`src/design/rla_pkg.sv`:
```
`timescale 1ns / 1ps
// ----------------------------------------------------------------------------
// rla_pkg
// Shared constants, status codes and controller/datapath interface types.
// ----------------------------------------------------------------------------
package rla_pkg;

  localparam int STORE_DEPTH_DEF = 64;
  localparam int LINE_CNT_W      = 6;
  localparam int BYTE_W          = 8;
  localparam int STATUS_W        = 3;

  localparam logic [BYTE_W-1:0] CHAR_CR  = 8'h0D;
  localparam logic [BYTE_W-1:0] CHAR_LF  = 8'h0A;
  localparam logic [BYTE_W-1:0] CHAR_NUL = 8'h00;

  localparam logic OP_RX   = 1'b0;
  localparam logic OP_READ = 1'b1;

  localparam logic [STATUS_W-1:0] ST_STORED        = 3'd0;
  localparam logic [STATUS_W-1:0] ST_LINE_ENDED    = 3'd1;
  localparam logic [STATUS_W-1:0] ST_EMPTY_IGNORED = 3'd2;
  localparam logic [STATUS_W-1:0] ST_OVERFLOW      = 3'd3;
  localparam logic [STATUS_W-1:0] ST_NO_LINE       = 3'd4;
  localparam logic [STATUS_W-1:0] ST_LINE_BYTE     = 3'd5;

  typedef struct packed {
    logic do_rx;
    logic do_noline;
    logic do_pop;
  } cmd_t;

  typedef struct packed {
    logic out_free;
    logic lines_zero;
    logic fill_zero;
    logic pop_last;
  } sts_t;

endpackage

```
`src/design/rla_ctrl.sv`:
```
`timescale 1ns / 1ps
// ----------------------------------------------------------------------------
// rla_ctrl
// Request sequencer: takes one request at a time and steps line reads.
// ----------------------------------------------------------------------------
module rla_ctrl (
  input  logic          clk,
  input  logic          rst_n,
  input  logic          in_valid,
  output logic          in_ready,
  input  logic          in_operation,
  input  rla_pkg::sts_t sts,
  output rla_pkg::cmd_t cmd
);

  typedef enum logic [1:0] {
    S_IDLE = 2'b01,
    S_POP  = 2'b10
  } state_t;

  state_t state_r, state_nxt;

  always_comb begin
    state_nxt = state_r;
    in_ready  = 1'b0;
    cmd       = '0;
    unique case (state_r)
      S_IDLE: begin
        in_ready = sts.out_free;
        if (in_valid && sts.out_free) begin
          if (in_operation == rla_pkg::OP_RX) begin
            cmd.do_rx = 1'b1;
          end else if (sts.lines_zero || sts.fill_zero) begin
            cmd.do_noline = 1'b1;
          end else begin
            state_nxt = S_POP;
          end
        end
      end
      S_POP: begin
        if (sts.out_free) begin
          cmd.do_pop = 1'b1;
          if (sts.pop_last) begin
            state_nxt = S_IDLE;
          end
        end
      end
      default: state_nxt = S_IDLE;
    endcase
  end

  always_ff @(posedge clk) begin
    if (!rst_n) begin
      state_r <= S_IDLE;
    end else begin
      state_r <= state_nxt;
    end
  end

endmodule

```
`src/design/rla_dp.sv`:
```
`timescale 1ns / 1ps
// ----------------------------------------------------------------------------
// rla_dp
// Circular byte store, pointers, line counters and the result register.
// ----------------------------------------------------------------------------
module rla_dp #(
  parameter int STORE_DEPTH = rla_pkg::STORE_DEPTH_DEF
) (
  input  logic                             clk,
  input  logic                             rst_n,
  input  rla_pkg::cmd_t                    cmd,
  output rla_pkg::sts_t                    sts,
  input  logic [rla_pkg::BYTE_W-1:0]       rx_byte,
  output logic                             out_valid,
  input  logic                             out_ready,
  output logic [rla_pkg::BYTE_W-1:0]       out_data_byte,
  output logic                             out_last,
  output logic [rla_pkg::STATUS_W-1:0]     out_status,
  output logic [rla_pkg::LINE_CNT_W-1:0]   out_line_count
);

  localparam int PW = $clog2(STORE_DEPTH);
  localparam int FW = $clog2(STORE_DEPTH + 1);
  localparam logic [PW-1:0] PTR_LAST = PW'(STORE_DEPTH - 1);
  localparam logic [FW-1:0] FILL_MAX = FW'(STORE_DEPTH);

  logic [rla_pkg::BYTE_W-1:0] mem [STORE_DEPTH];
  logic [rla_pkg::BYTE_W-1:0] rdata_r;

  logic [PW-1:0] rd_ptr_r, rd_ptr_nxt;
  logic [PW-1:0] wr_ptr_r, wr_ptr_nxt;
  logic [FW-1:0] fill_r, fill_nxt;
  logic          open_r, open_nxt;
  logic [rla_pkg::LINE_CNT_W-1:0] lines_r, lines_nxt;

  logic                           ov_r, ov_nxt;
  logic [rla_pkg::BYTE_W-1:0]     od_r, od_nxt;
  logic                           ol_r, ol_nxt;
  logic [rla_pkg::STATUS_W-1:0]   os_r, os_nxt;
  logic [rla_pkg::LINE_CNT_W-1:0] oc_r, oc_nxt;

  logic                       full, is_term, wr_en, pop_end;
  logic [rla_pkg::BYTE_W-1:0] wr_data;
  logic [FW-1:0]              fill_dec;

  assign full     = (fill_r == FILL_MAX);
  assign is_term  = (rx_byte == rla_pkg::CHAR_CR) || (rx_byte == rla_pkg::CHAR_LF)
                    || (rx_byte == rla_pkg::CHAR_NUL);
  assign fill_dec = fill_r - FW'(1);
  assign pop_end  = (rdata_r == rla_pkg::CHAR_NUL);

  assign sts.out_free   = !ov_r || out_ready;
  assign sts.lines_zero = (lines_r == '0);
  assign sts.fill_zero  = (fill_r == '0);
  assign sts.pop_last   = pop_end || (fill_dec == '0);

  always_comb begin
    rd_ptr_nxt = rd_ptr_r;
    wr_ptr_nxt = wr_ptr_r;
    fill_nxt   = fill_r;
    open_nxt   = open_r;
    lines_nxt  = lines_r;
    wr_en      = 1'b0;
    wr_data    = rx_byte;
    ov_nxt     = ov_r && !out_ready;
    od_nxt     = od_r;
    ol_nxt     = ol_r;
    os_nxt     = os_r;
    oc_nxt     = oc_r;

    if (cmd.do_rx) begin
      ov_nxt = 1'b1;
      od_nxt = '0;
      ol_nxt = 1'b1;
      if (is_term) begin
        if (!open_r) begin
          os_nxt = rla_pkg::ST_EMPTY_IGNORED;
        end else if (full) begin
          os_nxt = rla_pkg::ST_OVERFLOW;
        end else begin
          wr_en     = 1'b1;
          wr_data   = rla_pkg::CHAR_NUL;
          open_nxt  = 1'b0;
          lines_nxt = lines_r + 1'b1;
          os_nxt    = rla_pkg::ST_LINE_ENDED;
        end
      end else if (full) begin
        os_nxt = rla_pkg::ST_OVERFLOW;
      end else begin
        wr_en    = 1'b1;
        open_nxt = 1'b1;
        os_nxt   = rla_pkg::ST_STORED;
      end
      if (wr_en) begin
        wr_ptr_nxt = (wr_ptr_r == PTR_LAST) ? '0 : wr_ptr_r + 1'b1;
        fill_nxt   = fill_r + FW'(1);
      end
      oc_nxt = lines_nxt;
    end else if (cmd.do_noline) begin
      ov_nxt = 1'b1;
      od_nxt = '0;
      ol_nxt = 1'b1;
      os_nxt = rla_pkg::ST_NO_LINE;
      oc_nxt = lines_r;
    end else if (cmd.do_pop) begin
      rd_ptr_nxt = (rd_ptr_r == PTR_LAST) ? '0 : rd_ptr_r + 1'b1;
      fill_nxt   = fill_dec;
      if (pop_end) begin
        lines_nxt = lines_r - 1'b1;
      end
      ov_nxt = 1'b1;
      od_nxt = rdata_r;
      ol_nxt = sts.pop_last;
      os_nxt = rla_pkg::ST_LINE_BYTE;
      oc_nxt = lines_nxt;
    end
  end

  // read port follows the next read pointer: one byte per cycle while popping and the output is free
  always_ff @(posedge clk) begin
    if (wr_en) begin
      mem[wr_ptr_r] <= wr_data;
    end
    rdata_r <= mem[rd_ptr_nxt];
  end

  always_ff @(posedge clk) begin
    if (!rst_n) begin
      rd_ptr_r <= '0;
      wr_ptr_r <= '0;
      fill_r   <= '0;
      open_r   <= 1'b0;
      lines_r  <= '0;
      ov_r     <= 1'b0;
    end else begin
      rd_ptr_r <= rd_ptr_nxt;
      wr_ptr_r <= wr_ptr_nxt;
      fill_r   <= fill_nxt;
      open_r   <= open_nxt;
      lines_r  <= lines_nxt;
      ov_r     <= ov_nxt;
    end
  end

  always_ff @(posedge clk) begin
    od_r <= od_nxt;
    ol_r <= ol_nxt;
    os_r <= os_nxt;
    oc_r <= oc_nxt;
  end

  assign out_valid      = ov_r;
  assign out_data_byte  = od_r;
  assign out_last       = ol_r;
  assign out_status     = os_r;
  assign out_line_count = oc_r;

endmodule

```
`src/design/rx_line_assembler_fifo.sv`:
```
`timescale 1ns / 1ps
// ----------------------------------------------------------------------------
// rx_line_assembler_fifo
// Line-assembling receive buffer with a circular byte store.
// ----------------------------------------------------------------------------
// A received byte (operation 0) is taken and answered with one result; CR,
// LF or NUL closes a non-empty line by storing a zero. A read request
// (operation 1) with no complete line gives one "no line" result.
// Otherwise the oldest line is popped one byte per cycle while the output is
// free, ending with its zero terminator (last set); the single registered
// read port of the byte store sets that pace. A full store drops the byte
// and reports overflow.
module rx_line_assembler_fifo #(
  parameter int STORE_DEPTH = rla_pkg::STORE_DEPTH_DEF
) (
  input  logic                           clk,
  input  logic                           rst_n,
  input  logic                           in_valid,
  output logic                           in_ready,
  input  logic                           in_operation,
  input  logic [rla_pkg::BYTE_W-1:0]     in_rx_byte,
  output logic                           out_valid,
  input  logic                           out_ready,
  output logic [rla_pkg::BYTE_W-1:0]     out_data_byte,
  output logic                           out_last,
  output logic [rla_pkg::STATUS_W-1:0]   out_status,
  output logic [rla_pkg::LINE_CNT_W-1:0] out_line_count
);

  rla_pkg::cmd_t cmd;
  rla_pkg::sts_t sts;

  rla_ctrl u_ctrl (
    .clk          (clk),
    .rst_n        (rst_n),
    .in_valid     (in_valid),
    .in_ready     (in_ready),
    .in_operation (in_operation),
    .sts          (sts),
    .cmd          (cmd)
  );

  rla_dp #(
    .STORE_DEPTH (STORE_DEPTH)
  ) u_dp (
    .clk            (clk),
    .rst_n          (rst_n),
    .cmd            (cmd),
    .sts            (sts),
    .rx_byte        (in_rx_byte),
    .out_valid      (out_valid),
    .out_ready      (out_ready),
    .out_data_byte  (out_data_byte),
    .out_last       (out_last),
    .out_status     (out_status),
    .out_line_count (out_line_count)
  );

endmodule
```
`config.mk`:
```
export PLATFORM = sky130hd
export DESIGN_NAME = rx_line_assembler_fifo
export DESIGN_NICKNAME = d
export VERILOG_FILES = /design/src/design/rla_pkg.sv /design/src/design/rla_ctrl.sv /design/src/design/rla_dp.sv /design/src/design/rx_line_assembler_fifo.sv
export SDC_FILE = /design/constraint.sdc
export NUM_CORES = 1
export LEC_CHECK = 0
export ABC_AREA = 1
export BUFFER_PORTS_ARGS = -buffer_cell sky130_fd_sc_hd__buf_2
export CAP_MARGIN = 30
export CORE_MARGIN = 10
export CORE_UTILIZATION = 50
export CTS_CLUSTER_DIAMETER = 100
export CTS_CLUSTER_SIZE = 8
export DETAILED_ROUTE_END_ITERATION = 10
export PLACE_DENSITY = 0.66
export SETUP_SLACK_MARGIN = 0.5
export SLEW_MARGIN = 20
export SYNTH_ARGS = -nofsm -noshare
export SYNTH_HDL_FRONTEND = slang
export SYNTH_SLANG_ARGS = --single-unit
```
`constraint.sdc`:
```
create_clock -name clk -period 3.9 [get_ports clk]
set_input_delay 0.975 -clock clk [delete_from_list [all_inputs] [get_ports clk]]
set_output_delay 0.975 -clock clk [all_outputs]
set_load 0.02 [all_outputs]
```
* After elaboration in Yosys (flattened, before gate mapping)
Memory sizes are Yosys's and may differ from the RTL's. A register that Yosys moved wholly into a read port is not among the register bits.
Index checks and enable logic that the tools add are counted.
** Cells by class
- Equality and inequality tests :: 15
- $add $sub $neg :: 6
- Reduce and logical (&&, ||, !) cells :: 22
- Mux-type cells :: 57
** Operators with widths (number)
- 2-to-1 mux 6 bit :: 14
- 2-to-1 mux 8 bit :: 4
- 2-to-1 mux 7 bit :: 4
- 2-to-1 mux 1 bit :: 20
- adder 6 x 1 -> 6 bit, second input constant :: 3
- 2-to-1 mux 2 bit :: 9
- == test 8 x 4 -> 1 bit, second input constant :: 2
- logical NOT 8 bit :: 2
- 2-to-1 mux 3 bit :: 5
- logical NOT 7 bit :: 2
- == test 6 bit, second input constant :: 2
- != test 2 x 1 -> 1 bit, second input constant :: 4
- != test 2 bit, second input constant :: 4
- adder 7 x 1 -> 7 bit, second input constant :: 1
- == test 7 bit, second input constant :: 1
- subtractor 7 x 1 -> 7 bit, second input constant :: 1
- logical NOT 6 bit :: 1
- AND reduction 2 bit :: 3
- subtractor 6 x 1 -> 6 bit, second input constant :: 1
- logical OR 1 bit :: 5
- AND reduction 5 bit :: 1
- case mux 2 bit (2 select lines) :: 1
- AND reduction 3 bit :: 1
- nonzero test 3 bit :: 1
- 6 further kinds :: 8
** Word-level totals
- Memories :: 1
- Bits in writable memories :: 512
- Logic and storage cells :: 112
- Register bits :: 47
- Bits of input ports :: 13
** Memory list
- u_dp.mem :: depth 64, width 8, read ports 1, clocked after memory_dff 1, write ports 1, RTL line rla_dp.sv:27 : logic [rla_pkg::BYTE_W-1:0] mem [STORE_DEPTH];

* Logic depth before layout (Yosys ltp)
- Word-level depth :: 10
- Depth in mapped cells :: 16

* Modules after synthesis
From an unflattened synthesis, not the netlist that was laid out.
** Second synthesis, totals
- Cells, all modules :: 2447
- Area total of the unflattened synthesis :: 25568.3 µm²
** By module, submodules not included
- rla_dp :: seq. area each 16525.8 µm², cells an instance 2420, area an instance 25424.4 µm², times used 1
- rla_ctrl :: seq. area each 40.0 µm², cells an instance 27, area an instance 143.9 µm², times used 1

* Least setup slack after synthesis
OpenSTA, ideal clock, no wires.
- Path kind :: input-to-reg
- From :: input out_ready
- To :: memory u_dp.mem[0][0] (netlist bit), enable pin
- Arrival time :: 2450 ps
- Cell stages on the path :: 8
- Required time :: 3530 ps
- Buffers on the path :: 0
- Library setup time :: 370 ps
- Path slack :: 1080 ps
- Path through :: nor2_4 -> nor2_1 -> nand3_2 -> nor2_2 -> nand2_2 -> nor2_1 -> nand2_1 -> nor2_1
** On the way
- Cells in the longest elaborated chain, start to end :: 7
** Ends and longest elaborated chain
- start, declared :: RTL line rx_line_assembler_fifo.sv:23 : input logic out_ready,
- logical OR 1 bit :: RTL line rla_dp.sv:52 : assign sts.out_free = !ov_r || out_ready;
- logical AND 1 bit :: RTL line rla_ctrl.sv:30 : if (in_valid && sts.out_free) begin
- 2-to-1 mux 2 bit :: RTL line rla_ctrl.sv:30
- 2-to-1 mux 2 bit :: RTL line rla_ctrl.sv:27 : unique case (state_r)
- 2-to-1 mux 1 bit :: RTL line rla_dp.sv:71 : if (cmd.do_rx) begin
- 2-to-1 mux 1 bit :: RTL line rla_dp.sv:121 : if (wr_en) begin
- 2-to-1 mux 1 bit (implied by the code) :: RTL line rla_dp.sv:122 : mem[wr_ptr_r] <= wr_data;
- end, declared :: RTL line rla_dp.sv:27
No other way between the ends.

* Worst setup path after layout
- From :: register u_dp.fill_r[0]
- To :: memory u_dp.mem[44][3] (netlist bit), enable pin
** On the way
- Cells in the longest elaborated chain, start to end :: 8
** Ends and longest elaborated chain
- start, declared :: RTL line rla_dp.sv:32 : logic [FW-1:0] fill_r, fill_nxt;
- start signal, assigned :: RTL line rla_dp.sv:138 : fill_r <= fill_nxt;
- == test 7 bit * :: RTL line rla_dp.sv:46 : assign full = (fill_r == FILL_MAX);
- 2-to-1 mux 1 bit * :: RTL line rla_dp.sv:78, rla_dp.sv:87
- 2-to-1 mux 1 bit :: RTL line rla_dp.sv:76 : if (!open_r) begin
- 2-to-1 mux 1 bit * :: RTL line rla_dp.sv:75 : if (is_term) begin
- 2-to-1 mux 1 bit * (2 in series) :: RTL line rla_dp.sv:71
- 2-to-1 mux 1 bit * :: RTL line rla_dp.sv:121
- 2-to-1 mux 1 bit (implied by the code) * :: RTL line rla_dp.sv:122
Every way passes the cells marked *; elsewhere a longest branch is shown, timed or not. The select of a mux whose other input is x is not followed.

==> results.toml <==
[placement]
routabilityCongestion = 0.887
pre_cts_slack_ns = 0.303
numPortBuffers = 32
dpl.cell_count = 3175
hpwl_dp_microns = 36900

[synthesis]
synth.distinct_cells = 40
yosysSeqAreaShare_pct = 64.6
synth.ff_latch_count = 567
synth_edf_count = 521
syn_avg_cell_area_sq_um = 10.1
postSynthNetCount = 2557
synthesis.instances = 2535
summed_instance_area_of_the_synthesized_netlist_sq_mm = 0.0257
ys.flop_type = "sky130_fd_sc_hd__edfxtp_1"
yosys_warnings = 0
synthArstFlopShare_pct = 0

[cts]
number_of_buffers_inserted_during_clock_tree_synthesis = 80
hold_bufs_inserted_after_cts = 0
cts_tree = "built"
ctsRootBufferMaster = "sky130_fd_sc_hd__clkbuf_16"
clk-insertion-delay-late_ns = 0.61
max-clock-path-buffers = 3
cts_num_sinks = 567
cts.clk_slew.worst_paths_ns = 0.05
htree_num_levels = 3
post_cts_setup_driven_buffer_insertion_count = 0

[worst_setup_path]
criticalPathCategory = "register to register"
startpoint_type = "register"
crit_required_ns = 4.13
crit_chain = "inv_1 > ha_1 > nand2_1 > nor2_1 > nand3_1 > inv_1 > nor2_2 > nand2_2 > nor2_1 > nand3_2 > nor2_1"
critical-path-top-delay-family = "simple AND/OR/NAND/NOR gates"
slowest_cell_on_crit_path = "sky130_fd_sc_hd__nor2_1"
critical_path_peak_fanout = 8
cpMostUsedCell = "sky130_fd_sc_hd__nor2_1"
data_arrival_time_at_the_worst_slack_endpoint_ns = 3.56
timing.critical_path.slowest_cell_delay_ns = 0.66
endpoint_kind = "register"
path_buf_inv = 2

[global_route]
first_global_vias = 17311
grt_overflow_total = 0
globalRouteTotalUtil_pct = 21.4
grt_start_max_net_pins = 130
antenna_found_initial = 0
grt_first_pass_wirelength_microns = 101000

[floorplanning]
core_area_sq_mm = 0.0505
die_height_microns = 247
dieWidth_microns = 247
floorplan.io_pins = 33
starting_density_of_the_core_pct = 50.8
fp-row-count = 82
die_area_sq_mm = 0.0608

[detailed_routing]
dr.first_iter.drc_count = 1727
drt_pre_antenna_iters = 7
vias = 18034
avgViaCountPerCell = 5.47
routed_wire_length_per_instance_microns = 19.7
detail_route.wirelength_microns = 65000
drc_errors = 0
drt.antenna.violating_nets = 0

[flow_run]
timing.max_cap.violations = 0

[power]
p_int_mw = 10.7
swShare_pct = 20.9
p_leak_nw = 11.8
ir_drop_mv = 0.328
power_frac_seq_pct = 49.6
share_clk_of_total_power_pct = 46.7
power_frac_comb_pct = 3.7
power.density_cell_area_mw_per_mm2 = 470
netSwitchingPower_mw = 2.84
totalPowerFinal_mw = 13.6

[status]
run_status = "finished, final reports clean"

[sta]
clock_skew_ns = 0.0251
tightest_slew_ns = 0.969
timing_hold_violations_final = 0
achievable-frequency_mhz = 300
final_min_period_over_clock_period_pct = 85.4
timing.final.crit_period_ns = 3.33
timing_max_transition_violations_final = 0
slew-limit-headroom_pct = 35.4
timing.final.ws_setup_ns = 0.568
sum_of_negative_setup_slack_ns = 0
setup_viol = 0
unrepaired_setup_endpoints_after_global_routing = "yes"

[finish]
layout.core_utilization_pct = 57.2
layout-drive-gt1-share_pct = 8.77
final-seq-area_sq_mm = 0.0166
layoutNonFillerInstCount = 3294
nNetsFinal = 2608
syn_to_final_growth_pct = 12.6
multiInputGateArea_sq_mm = 0.00664
n_fill_cell = 4266
antenna-diode-count = 0

[worst_hold_path]
hold_path_class = "register to register"
cell families (layout without fill, tap and decap cells):
group                    count (synthesis)  in the layout  share of synthesized area [%]
flip-flops                             567            567                           64.6
buffers and inverters                  600            687                           9.71
adder cells (fa/ha/maj)                  9              9                          0.439
AO/OA/AOI/OAI                           70             70                           1.54
XOR/XNOR                                15             15                          0.571
AND/OR/NAND/NOR                       1274           1274                           23.2
per-stage QoR:
step / instance area, sq um / hold slack (ns)
after floorplan: 25700 / 0.450
after detailed placement: 26600 / 0.493
after global placement: 26600 / 0.460
after global routing: 28900 / 0.534
final: 28900 / 0.498
after CTS: 28900 / 0.497
registers in the layout, indices dropped and copies added, names as in the netlist:
register,flops
u_dp.lines_r,6
u_dp.out_line_count,6
u_dp.wr_ptr_r,6
u_dp.out_valid,1
u_dp.mem,512
u_dp.open_r,1
u_dp.out_status,3
u_dp.fill_r,7
u_dp.rd_ptr_r,6
u_ctrl.state_r,2
u_dp.out_last,1
u_dp.rdata_r,8
u_dp.out_data_byte,8
power by group through the flow:
| stage | sequential [mW] | combinational (mW) | clock [mW] |
|---|---|---|---|
| global route | 6.73 | 0.553 | 6.71 |
| finish | 6.74 | 0.499 | 6.34 |
| CTS | 6.74 | 0.494 | 6.43 |
| floorplan | 6.86 | 0.297 | 0 |
| global placement | 6.85 | 0.482 | 0 |
| detailed placement | 6.85 | 0.492 | 0 |
final cells by class:
class                           count  share of cell area, %
Clock buffer                      116                   7.76
Inverter                          468                   6.08
Timing Repair Buffer              101                   2.87
Clock inverter                      2                 0.0606
Multi-Input combinational cell   1368                   23.0
Tap cell                          672                   2.91
Sequential cell                   567                   57.3
final timing paths:
check | from | to | slack, ns | cells after the start
min | u_dp.rdata_r[5] | u_dp.out_data_byte[5] | 0.50 | 2
max reg2reg | u_dp.fill_r[0] | u_dp.mem[44][3] | 0.57 | 11
max | u_dp.fill_r[0] | u_dp.mem[44][3] | 0.57 | 11
min reg2reg | u_dp.rdata_r[5] | u_dp.out_data_byte[5] | 0.50 | 2
what timing repair did:
action,4_1_cts,5_1_grt
endpoints found under the hold margin,0,0
endpoints found under the setup margin,0,64
gates resized for setup,0,5
cell usage in the layout (no fill, tap or decap), types with 2 or more instances in the layout:
master / n
sky130_fd_sc_hd__a21oi_1: 19
sky130_fd_sc_hd__a22oi_1: 4
sky130_fd_sc_hd__a31oi_1: 3
sky130_fd_sc_hd__buf_12: 12
sky130_fd_sc_hd__buf_2: 32
sky130_fd_sc_hd__buf_4: 57
sky130_fd_sc_hd__clkbuf_1: 31
sky130_fd_sc_hd__clkbuf_16: 85
sky130_fd_sc_hd__dfxtp_1: 46
sky130_fd_sc_hd__edfxtp_1: 521
sky130_fd_sc_hd__ha_1: 9
sky130_fd_sc_hd__inv_1: 456
sky130_fd_sc_hd__inv_2: 11
sky130_fd_sc_hd__inv_6: 2
sky130_fd_sc_hd__nand2_1: 483
sky130_fd_sc_hd__nand2_2: 3
sky130_fd_sc_hd__nand2_4: 3
sky130_fd_sc_hd__nand3_1: 572
sky130_fd_sc_hd__nand3_2: 4
sky130_fd_sc_hd__nand3b_1: 80
sky130_fd_sc_hd__nand4_1: 8
sky130_fd_sc_hd__nor2_1: 96
sky130_fd_sc_hd__nor2_2: 11
sky130_fd_sc_hd__nor3_1: 7
sky130_fd_sc_hd__o211ai_1: 2
sky130_fd_sc_hd__o21ai_0: 35
sky130_fd_sc_hd__xor2_1: 12
metal layers:
| layer | routed length, microns | track usage, % | up-vias |
|---|---|---|---|
| li1 | - | - | 8482 |
| met1 | 26900 | 28.2 | 8572 |
| met2 | 30100 | 34.4 | 839 |
| met3 | 5870 | 4.12 | 141 |
| met4 | 2100 | 8.68 | 0 |
| met5 | 0 | 0 | - |
Yosys cell counts, drive strengths merged, types with 3 or more instances:
library cell	number	share of area [%]
a21oi	19	0.37
a22oi	4	0.12
a31oi	3	0.073
buf	124	2.7
clkbuf	8	0.12
dfxtp	46	3.6
edfxtp	521	61
ha	9	0.44
inv	468	6.8
nand2	490	7.3
nand3	577	11
nand3b	80	2.3
nand4	8	0.20
nor2	109	1.7
nor3	8	0.18
o21ai	37	0.77
xor2	14	0.54
worst register-to-register path, stage by stage, from the launching register on:
cell	delay, ns
sky130_fd_sc_hd__dfxtp_1	0.41
sky130_fd_sc_hd__inv_1	0.11
sky130_fd_sc_hd__ha_1	0.21
sky130_fd_sc_hd__nand2_1	0.07
sky130_fd_sc_hd__nor2_1	0.05
sky130_fd_sc_hd__nand3_1	0.18
sky130_fd_sc_hd__inv_1	0.11
sky130_fd_sc_hd__nor2_2	0.17
sky130_fd_sc_hd__nand2_2	0.15
sky130_fd_sc_hd__nor2_1	0.33
sky130_fd_sc_hd__nand3_2	0.51
sky130_fd_sc_hd__nor2_1	0.67
Note: power is estimated with default switching activity, not from simulation.
